<file path="src/rtl/core/kbm_pkg.sv">
// Shared types and constants for the keyboard report merger.
package kbm_pkg;

   localparam int unsigned DEVICE_COUNT_DEF = 4;
   localparam int unsigned KEY_SLOTS        = 6;
   localparam int unsigned KEY_IDX_W        = 3;

   localparam logic [1:0] FUNC_LOCAL  = 2'd0;
   localparam logic [1:0] FUNC_REMOTE = 2'd1;
   localparam logic [1:0] FUNC_CLEAR  = 2'd2;

   typedef struct packed {
      logic [7:0]                mod;
      logic [KEY_SLOTS-1:0][7:0] keys;
   } report_type;

   // controller -> datapath commands
   typedef struct packed {
      logic store;     // request accepted: update storage, zero accumulator
      logic step;      // merge one key of the selected source
      logic load_out;  // copy accumulator into the response register
   } dp_cmd_type;

endpackage

</file>
<file path="src/rtl/core/kbm_ctrl.sv">
// Controller: request/response handshake and merge sequencing.
module kbm_ctrl import kbm_pkg::*; #(
   parameter int unsigned DEVICE_COUNT = DEVICE_COUNT_DEF,
   localparam int unsigned SRC_W = $clog2(DEVICE_COUNT + 1)
) (
   input  logic                 clock,
   input  logic                 reset,
   input  logic                 req_valid,
   output logic                 req_ready,
   output logic                 rsp_valid,
   input  logic                 rsp_ready,
   output dp_cmd_type           cmd,
   output logic [SRC_W-1:0]     src_sel,
   output logic [KEY_IDX_W-1:0] key_sel
);

   localparam logic [1:0] ST_IDLE  = 2'd0;
   localparam logic [1:0] ST_MERGE = 2'd1;
   localparam logic [1:0] ST_FLUSH = 2'd2;

   localparam logic [SRC_W-1:0]     LAST_SRC = SRC_W'(DEVICE_COUNT);
   localparam logic [KEY_IDX_W-1:0] LAST_KEY = KEY_IDX_W'(KEY_SLOTS - 1);

   logic [1:0]           state_ff, state_in;
   logic [SRC_W-1:0]     src_ff, src_in;
   logic [KEY_IDX_W-1:0] key_ff, key_in;
   logic                 rsp_valid_ff, rsp_valid_in;
   logic                 out_free;

   assign out_free  = !rsp_valid_ff || rsp_ready;
   assign req_ready = (state_ff == ST_IDLE);
   assign rsp_valid = rsp_valid_ff;
   assign src_sel   = src_ff;
   assign key_sel   = key_ff;

   always_comb begin
      state_in     = state_ff;
      src_in       = src_ff;
      key_in       = key_ff;
      rsp_valid_in = rsp_valid_ff && !rsp_ready;
      cmd          = '0;
      case (state_ff)
         ST_IDLE: begin
            if (req_valid) begin
               cmd.store = 1'b1;
               src_in    = '0;
               key_in    = '0;
               state_in  = ST_MERGE;
            end
         end
         ST_MERGE: begin
            cmd.step = 1'b1;
            if (key_ff == LAST_KEY) begin
               key_in = '0;
               src_in = src_ff + 1'b1;
               if (src_ff == LAST_SRC) begin
                  state_in = ST_FLUSH;
               end
            end else begin
               key_in = key_ff + 1'b1;
            end
         end
         ST_FLUSH: begin
            if (out_free) begin
               cmd.load_out = 1'b1;
               rsp_valid_in = 1'b1;
               state_in     = ST_IDLE;
            end
         end
         default: begin
            state_in = ST_IDLE;
         end
      endcase
   end

   always_ff @(posedge clock) begin
      if (reset) begin
         state_ff     <= ST_IDLE;
         src_ff       <= '0;
         key_ff       <= '0;
         rsp_valid_ff <= 1'b0;
      end else begin
         state_ff     <= state_in;
         src_ff       <= src_in;
         key_ff       <= key_in;
         rsp_valid_ff <= rsp_valid_in;
      end
   end

endmodule

</file>
<file path="src/rtl/core/kbm_datapath.sv">
// Datapath: stored reports, merge accumulator and response register.
module kbm_datapath import kbm_pkg::*; #(
   parameter int unsigned DEVICE_COUNT = DEVICE_COUNT_DEF,
   localparam int unsigned SRC_W  = $clog2(DEVICE_COUNT + 1),
   localparam int unsigned LIDX_W = (DEVICE_COUNT > 1) ? $clog2(DEVICE_COUNT) : 1
) (
   input  logic                 clock,
   input  logic                 reset,
   input  dp_cmd_type           cmd,
   input  logic [SRC_W-1:0]     src_sel,
   input  logic [KEY_IDX_W-1:0] key_sel,
   input  logic [1:0]           req_func,
   input  logic [3:0]           req_source_index,
   input  report_type           req_report,
   output report_type           rsp_report
);

   report_type local_ff [DEVICE_COUNT];
   report_type local_in [DEVICE_COUNT];
   report_type remote_ff, remote_in;
   report_type acc_ff, acc_in;
   report_type out_ff, out_in;

   report_type           src_rpt;
   logic [7:0]           code;
   logic                 hit;
   logic                 found;
   logic [KEY_IDX_W-1:0] first_idx;
   logic                 idx_ok;

   assign rsp_report = out_ff;
   assign idx_ok     = ({1'b0, req_source_index} < 5'(DEVICE_COUNT));

   // storage update on an accepted request
   always_comb begin
      local_in  = local_ff;
      remote_in = remote_ff;
      if (cmd.store) begin
         case (req_func)
            FUNC_LOCAL: begin
               if (idx_ok) begin
                  local_in[req_source_index[LIDX_W-1:0]] = req_report;
               end
            end
            FUNC_REMOTE: remote_in = req_report;
            FUNC_CLEAR: begin
               for (int i = 0; i < DEVICE_COUNT; i++) begin
                  local_in[i] = '0;
               end
               remote_in = '0;
            end
            default: ;
         endcase
      end
   end

   // source select: locals first, remote last
   always_comb begin
      src_rpt = remote_ff;
      if (src_sel < SRC_W'(DEVICE_COUNT)) begin
         src_rpt = local_ff[src_sel[LIDX_W-1:0]];
      end
      code = src_rpt.keys[key_sel];
   end

   // duplicate check and first free slot
   always_comb begin
      hit       = 1'b0;
      found     = 1'b0;
      first_idx = '0;
      for (int j = 0; j < KEY_SLOTS; j++) begin
         if (acc_ff.keys[j] == code) begin
            hit = 1'b1;
         end
         if (!found && acc_ff.keys[j] == 8'd0) begin
            found     = 1'b1;
            first_idx = KEY_IDX_W'(j);
         end
      end
   end

   always_comb begin
      acc_in = acc_ff;
      if (cmd.store) begin
         acc_in = '0;
      end else if (cmd.step) begin
         if (key_sel == '0) begin
            acc_in.mod = acc_ff.mod | src_rpt.mod;
         end
         if (code != 8'd0 && !hit && found) begin
            acc_in.keys[first_idx] = code;
         end
      end
   end

   always_comb begin
      out_in = out_ff;
      if (cmd.load_out) begin
         out_in = acc_ff;
      end
   end

   always_ff @(posedge clock) begin
      if (reset) begin
         for (int i = 0; i < DEVICE_COUNT; i++) begin
            local_ff[i] <= '0;
         end
         remote_ff <= '0;
      end else begin
         local_ff  <= local_in;
         remote_ff <= remote_in;
      end
   end

   always_ff @(posedge clock) begin
      acc_ff <= acc_in;
      out_ff <= out_in;
   end

endmodule

</file>
<file path="src/rtl/core/keyboard_report_merger_unit.sv">
// Keyboard report merger: top level joining controller and datapath.
// Sequence: an accepted request updates storage, then the merge walks every
//   stored report; the response becomes valid once the output register is free.
// Requests are taken only in idle, not during a merge; the merge visits one
//   key code per cycle over every stored report, set by the single compare unit.
// Reset (synchronous, active high): all stored reports zero, controller idle,
//   no response pending.
module keyboard_report_merger_unit import kbm_pkg::*; #(
   parameter int unsigned DEVICE_COUNT = DEVICE_COUNT_DEF
) (
   input  logic       clock,
   input  logic       reset,
   // request channel
   input  logic       req_valid,
   output logic       req_ready,
   input  logic [1:0] req_func,
   input  logic [3:0] req_source_index,
   input  logic [7:0] req_modifier_bits,
   input  logic [7:0] req_key_a,
   input  logic [7:0] req_key_b,
   input  logic [7:0] req_key_c,
   input  logic [7:0] req_key_d,
   input  logic [7:0] req_key_e,
   input  logic [7:0] req_key_f,
   // response channel
   output logic       rsp_valid,
   input  logic       rsp_ready,
   output logic [7:0] rsp_merged_modifier,
   output logic [7:0] rsp_merged_a,
   output logic [7:0] rsp_merged_b,
   output logic [7:0] rsp_merged_c,
   output logic [7:0] rsp_merged_d,
   output logic [7:0] rsp_merged_e,
   output logic [7:0] rsp_merged_f
);

   localparam int unsigned SRC_W = $clog2(DEVICE_COUNT + 1);

   dp_cmd_type           cmd;
   logic [SRC_W-1:0]     src_sel;
   logic [KEY_IDX_W-1:0] key_sel;
   report_type           req_report;
   report_type           rsp_report;

   // pack the request into report form; keys[0] is slot a
   always_comb begin
      req_report.mod     = req_modifier_bits;
      req_report.keys[0] = req_key_a;
      req_report.keys[1] = req_key_b;
      req_report.keys[2] = req_key_c;
      req_report.keys[3] = req_key_d;
      req_report.keys[4] = req_key_e;
      req_report.keys[5] = req_key_f;
   end

   assign rsp_merged_modifier = rsp_report.mod;
   assign rsp_merged_a        = rsp_report.keys[0];
   assign rsp_merged_b        = rsp_report.keys[1];
   assign rsp_merged_c        = rsp_report.keys[2];
   assign rsp_merged_d        = rsp_report.keys[3];
   assign rsp_merged_e        = rsp_report.keys[4];
   assign rsp_merged_f        = rsp_report.keys[5];

   // Sequencer: idle -> merge over every (source, key) pair -> flush to output.
   // The output register lets a new request enter while a response waits.
   kbm_ctrl #(
      .DEVICE_COUNT (DEVICE_COUNT)
   ) u_ctrl (
      .clock     (clock),
      .reset     (reset),
      .req_valid (req_valid),
      .req_ready (req_ready),
      .rsp_valid (rsp_valid),
      .rsp_ready (rsp_ready),
      .cmd       (cmd),
      .src_sel   (src_sel),
      .key_sel   (key_sel)
   );

   // Storage is written on the accept edge, so the merge sees the new state.
   kbm_datapath #(
      .DEVICE_COUNT (DEVICE_COUNT)
   ) u_dp (
      .clock            (clock),
      .reset            (reset),
      .cmd              (cmd),
      .src_sel          (src_sel),
      .key_sel          (key_sel),
      .req_func         (req_func),
      .req_source_index (req_source_index),
      .req_report       (req_report),
      .rsp_report       (rsp_report)
   );

endmodule

</file>
<file path="config.mk">
export PLATFORM = sky130hd
export DESIGN_NAME = keyboard_report_merger_unit
export DESIGN_NICKNAME = d
export VERILOG_FILES = /design/src/rtl/core/kbm_pkg.sv /design/src/rtl/core/kbm_ctrl.sv /design/src/rtl/core/kbm_datapath.sv /design/src/rtl/core/keyboard_report_merger_unit.sv
export SDC_FILE = /design/constraint.sdc
export NUM_CORES = 1
export LEC_CHECK = 0
export BUFFER_PORTS_ARGS = -buffer_cell sky130_fd_sc_hd__buf_2
export CORE_UTILIZATION = 35
export CTS_CLUSTER_DIAMETER = 120
export DETAILED_ROUTE_END_ITERATION = 16
export PLACE_DENSITY = 0.5
export RECOVER_POWER = 25
export SYNTH_ARGS = -nofsm -noshare
export SYNTH_HDL_FRONTEND = slang
export SYNTH_SLANG_ARGS = --single-unit
</file>
<file path="constraint.sdc">
create_clock -name clock -period 4.4 [get_ports clock]
set_input_delay 0.88 -clock clock [delete_from_list [all_inputs] [get_ports clock]]
set_output_delay 0.88 -clock clock [all_outputs]
set_load 0.02 [all_outputs]
</file>
* Yosys cells after proc, flatten, opt, wreduce, memory -nomap -nowiden
Index checks and enable logic that the tools add are counted.
** Storage, ports and cells
- Flip-flop bits (word level) :: 401
- Input bits :: 66
- Output and inout bits :: 58
- Logic and storage cells :: 171
** Cells by class
- Add/sub/neg operators :: 2
- Magnitude comparators :: 8
- Equality and inequality tests :: 17
- Mux-type cells :: 49
- Bitwise logic cells :: 3
- Reduce and logical (&&, ||, !) cells :: 39
** Operators with widths (count)
- case mux 224 bit (2 select lines) :: 1
- bitwise mux 224 bit :: 1
- two-way mux 224 bit :: 1
- two-way mux 56 bit :: 4
- binary-select mux 56 bit (select 2 bit) :: 1
- demux 56 bit (select 2 bit) :: 1
- case mux 56 bit (2 select lines) :: 1
- bitwise mux 48 bit :: 1
- equality test 8 bit :: 6
- logical NOT 8 bit :: 6
- binary-select mux 8 bit (select 3 bit) :: 1
- demux 8 bit (select 3 bit) :: 1
- two-way mux 1 bit :: 20
- two-way mux 8 bit :: 2
- two-way mux 3 bit :: 5
- two-way mux 2 bit :: 6
- case mux 3 bit (2 select lines) :: 2
- logical AND 1 bit :: 10
- logical NOT 1 bit :: 8
- less-than comparator 3 x 4 -> 1 bit, second input constant :: 2
- inequality test 2 x 1 -> 1 bit, second input constant :: 4
- bitwise OR 8 bit :: 1
- AND reduction 2 bit :: 4
- nonzero test 8 bit :: 1
- other kinds (18) :: 28

* Longest topological paths before layout
- Depth in word-level cells :: 22
- Gate-level depth with buffers :: 16
- Mapped depth without buffers :: 10

* By module
Synthesis repeated with hierarchy kept, for this count alone.
** Second synthesis, totals
- Cell total of the unflattened synthesis :: 1766
- Area total of the unflattened synthesis :: 17286.6 sq um
** By module, submodules not included
- kbm_datapath :: instances 1, cells an instance 1715, area an instance 16823.6 sq um, sequential area each 8408.1 sq um
- kbm_ctrl :: instances 1, cells an instance 51, area an instance 462.9 sq um, sequential area each 180.2 sq um

* Least setup slack after synthesis
OpenSTA, ideal clock, no wires.
- Path type :: input port to flip-flop
- From :: input port rsp_ready
- To :: register u_dp.out_ff, in the netlist u_dp.rsp_report[0] (enable)
- Setup time :: 0.477 ns
- Data arrival time :: 3.518 ns
- Data required time :: 3.923 ns
- Setup slack :: 0.406 ns
- Cell stages on the path :: 2
- Buffers on the path :: 0
- Cell sequence :: nand2b_1 > nor2b_1
** RTL lines
- from (decl) :: line keyboard_report_merger_unit.sv:27 : input logic rsp_ready,
- to (signal assigned) :: line kbm_datapath.sv:117 : out_ff <= out_in;
- to (decl) :: line kbm_datapath.sv:22 : report_type out_ff, out_in;

* Final worst setup path
- From :: register u_ctrl.key_ff[0], in the netlist u_ctrl.key_sel[0]
- To :: register u_dp.acc_ff[25] in the netlist's numbering
** On the way
- Longest elaborated chain between the ends :: 13
- Elaborated cells on any way between the ends :: 20
- Classes of those cells :: 6 x eq/ne; 9 x mux; 5 x reduce/logical
** Ends and longest elaborated chain
- from (decl) :: line kbm_ctrl.sv:26 : logic [KEY_IDX_W-1:0] key_ff, key_in;
- from (signal assigned) :: line kbm_ctrl.sv:85 : key_ff <= key_in;
- binary-select mux 8 bit (select 3 bit) * :: line kbm_datapath.sv:63 : code = src_rpt.keys[key_sel];
- two-way mux 8 bit (not written as such) * :: line kbm_datapath.sv:63
- equality test 8 bit :: line kbm_datapath.sv:72 : if (acc_ff.keys[j] == code) begin
- two-way mux 1 bit (6 in series) :: line kbm_datapath.sv:72
- logical NOT 1 bit :: line kbm_datapath.sv:90 : if (code != 8'd0 && !hit && found) begin
- logical AND 1 bit (2 in series) :: line kbm_datapath.sv:90
- AND reduction 2 bit (no line)
- to (signal assigned) :: line kbm_datapath.sv:116 : acc_ff <= acc_in;
- to (decl) :: line kbm_datapath.sv:21 : report_type acc_ff, acc_in;
Mark *: on every way between the ends. The rest lies on a longest branch, timed or not. The select of a mux whose other input is x is not followed.
A chain may end at the register's enable or synchronous reset.

==> flow_metrics.tcl <==
set metrics [dict create \
    status "finished with violations" \
    violations "max-capacitance violations, max-slew violations" \
    clkPwrFrac_pct 47.6 \
    r2r_start "u_ctrl.key_sel[0]" \
    crit_type "flop to flop" \
    dp_cells 2489 \
    reg2regPathDepth 12 \
    antenna_found_initial 0 \
    synthToLayoutAreaGrowth_pct 16.7 \
    cp.arrival_ns 4.49 \
    hold-path-endpoint "u_dp.remote_ff[50]" \
    whs_path_depth 2 \
    end_kind "flop" \
    drive_gt1_share_pct 14.8 \
    root_buffer "clkbuf_16" \
    diodes 0 \
    synth-compound-area-share_pct 21.4 \
    async_flop_share_pct 0 \
    grt_usage_pct 23.3 \
    drc 0 \
    muxShareOfSynthArea_pct 8.47 \
    gr-total-overflow 0 \
    ios 124 \
    post-route-min-period_ns 4.02 \
    p_per_area_nw_per_um2 401 \
    synth_edf_count 56 \
    numClockSinks 401 \
    cts-hold-fix-buffers 0 \
    yosysWarnings 0 \
    worst_r2r_endpoint "u_dp.acc_ff[25]" \
    core_area_um2 48700 \
    power.internal_mw 6.18 \
    hpwl_um 38400 \
    die_area_um2 50200 \
    setup_ws_ns 0.377 \
    portBuffers 123 \
    fp.dieH_um 224 \
    wirelength_um 59000 \
    drv_cap 2 \
    synth_simple_gate_area_share_pct 15.7 \
    gp_congestion 0.888 \
    synth_top_family_by_area "compound AO/OA/AOI/OAI gates" \
    place_ws_ns 0.428 \
    grt_pass1_vias 14200 \
    slew_viol_final 181 \
    share_comb_of_total_power_pct 5.7 \
    pwr-share-seq_pct 46.7 \
    tightest_slew_ns 2.31 \
    synth_fa_ha_area_share_pct 0.290 \
    cts.reportedPaths.clkPinSlew_ns 0.07 \
    yosysUniqueCellTypes 74 \
    seq_area_frac_synth_pct 49.8 \
    ys_ff_latch 401 \
    rows 81 \
    fin_nets 1941 \
    ir_drop_mv 0.271 \
    hp-class "flop to flop" \
    drt-pass1-iter-count 6 \
    fin_tns_setup_ns 0 \
    p_switching_mw 1.89 \
    clk_latency_ns 0.59 \
    synth_ff_type "dfxtp_1" \
    start_util_pct 35.4 \
    cts_tree "built" \
    reg2reg_slack_ns 0.38 \
    fmax_mhz 249 \
    ant_nets 0 \
    die_x_um 224 \
    netlist_instances 1789 \
    finalNonFillerCells 2571 \
    critPathLaunchType "flop" \
    vias_per_cell 5.64 \
    grt_max_degree 109 \
    cts_setup_buffers 0 \
    cp_max_fo 9 \
    synth_area_per_cell_um2 9.65 \
    vias 14500 \
    rsz0062_at_grt "false" \
    hold_viol_final 0 \
    cts_buffer_depth 3 \
    p_leak_nw 6.90 \
    numCtsBuffers 44 \
    switching_share_pct 23.4 \
    post_cts_resized 0 \
    timing.slew.headroom_pct -54.1 \
    setup_viol 0 \
    synth-xor-area-share_pct 0.0507 \
    grt_pass1_wl_um 89000 \
    first_iter_violations 1333 \
    synth_nets 1859 \
    final.period_utilization_pct 91.4 \
    wl_per_cell_um 22.9 \
    worstHoldStart "u_dp.remote_ff[50]" \
    htreeDepth 2 \
    syn_area_um2 17300 \
    cp_data_required_time_ns 4.87 \
    skew_ns 0.0190 \
]
metrics by stage:
| step | hold slack (ns) | util (%) | instance area [um2] | power, mW |
|---|---|---|---|---|
| floorplan | 0.409 | - | 17300 | 4.12 |
| CTS | 0.455 | 41.5 | 20200 | 8.15 |
| global route | 0.460 | 41.3 | 20100 | 8.34 |
| global placement | 0.425 | 38.4 | 18700 | 4.30 |
| finish | 0.453 | 41.3 | 20100 | 8.07 |
| detailed placement | 0.433 | 38.4 | 18700 | 4.31 |
metal layers:
layer	vias to the layer above	track usage, %	routed length, um
li1	6712	-	-
met1	7152	31.4	26500
met2	520	37.2	27200
met3	121	3.46	3310
met4	0	9.17	1950
met5	-	0	0
power by group through the flow:
stage | combinational [mW] | clock (mW) | sequential (mW)
finish | 0.456 | 3.84 | 3.77
global route | 0.493 | 4.07 | 3.77
CTS | 0.459 | 3.92 | 3.77
detailed placement | 0.457 | 0 | 3.85
global placement | 0.455 | 0 | 3.85
floorplan | 0.281 | 0 | 3.84
cells by family (layout without fill, tap and decap cells):
family	after synthesis	count (layout)
AOI/OAI and AO/OA	500	500
buffers and inverters	170	288
muxes	120	120
DFF	401	401
xor gates and xnor gates	1	1
and+or+nand+nor	593	593
adders and majority gates	4	4
cells in the final DEF, fill, tap and decap left out, types with 15 or more instances in the layout:
cell type	n
o21ai_0	17
edfxtp_1	56
nor2_1	258
o22ai_1	15
buf_2	70
dfxtp_1	343
inv_1	19
mux2_2	15
a221oi_1	17
o221ai_1	19
a22o_1	42
mux4_2	19
clkbuf_16	45
nor2b_1	70
nand2_1	177
buf_4	53
a22oi_1	238
mux2i_1	85
clkbuf_8	15
a21oi_1	79
clkbuf_1	60
flip-flops by register name, indices dropped and copies added, names as in the netlist:
signal            flops
u_dp.local_ff       224
u_ctrl.key_sel        3
u_ctrl.src_sel        3
u_dp.acc_ff          56
u_ctrl.state_ff       2
u_ctrl.rsp_valid      1
u_dp.remote_ff       56
u_dp.rsp_report      56
cell usage after synthesis, types with 5 or more instances:
master	n	share of area, %
mux2_2	15	0.98
o21ai_1	12	0.35
buf_6	6	0.39
nand4_1	11	0.40
a21oi_1	79	2.3
nor2b_1	70	2.5
o21ai_0	20	0.58
mux2i_1	85	4.9
and2_1	6	0.22
o22ai_1	15	0.54
inv_1	19	0.41
nand3_1	6	0.17
buf_2	14	0.41
a22oi_1	238	10
o22a_1	12	0.61
buf_1	14	0.30
edfxtp_1	56	9.7
dfxtp_1	345	40
mux4_2	19	2.5
a32oi_1	5	0.25
nand2_1	179	3.9
nor2_1	258	5.6
a221oi_1	17	0.86
o221ai_1	19	0.96
a21o_1	5	0.22
buf_4	8	0.35
a22o_1	42	2.1
nand2b_1	9	0.33
nor4_1	13	0.47
nor3_1	6	0.17
clkbuf_1	106	2.3
or3_1	6	0.22
a222oi_1	6	0.35
cell type report:
cell class                      instances  area (um2)
Inverter                               19        71.3
Multi-Input combinational cell       1218        7980
Clock buffer                           68        1360
Clock inverter                         14         155
Fill cell                            4829       28600
Timing Repair Buffer                  187        1140
Sequential cell                       401        8600
Tap cell                              664         831
worst max path at each step:
stage                            startpoint            endpoint  slack, ns
after floorplan                   rsp_ready  u_dp.rsp_report[0]       0.41
after global placement    u_ctrl.src_sel[0]     u_dp.acc_ff[25]       0.47
after detailed placement  u_ctrl.src_sel[2]     u_dp.acc_ff[25]       0.43
after CTS                 u_ctrl.src_sel[2]     u_dp.acc_ff[25]       0.41
after global routing      u_ctrl.src_sel[0]     u_dp.acc_ff[26]       0.24
final                     u_ctrl.key_sel[0]     u_dp.acc_ff[25]       0.38
critical path, cell delays in order (launching register included):
cell and delay [ns]:
dfxtp_1 0.46, or2_1 0.33, buf_4 0.23, buf_4 0.17, o221ai_1 0.13, a21oi_1 0.46
o21bai_2 0.36, o22a_1 0.22, or4b_1 0.43, or3_4 0.43, o41ai_4 0.15, or4_1 0.40
o22ai_1 0.13
Note: power is estimated with default switching activity, not from simulation.
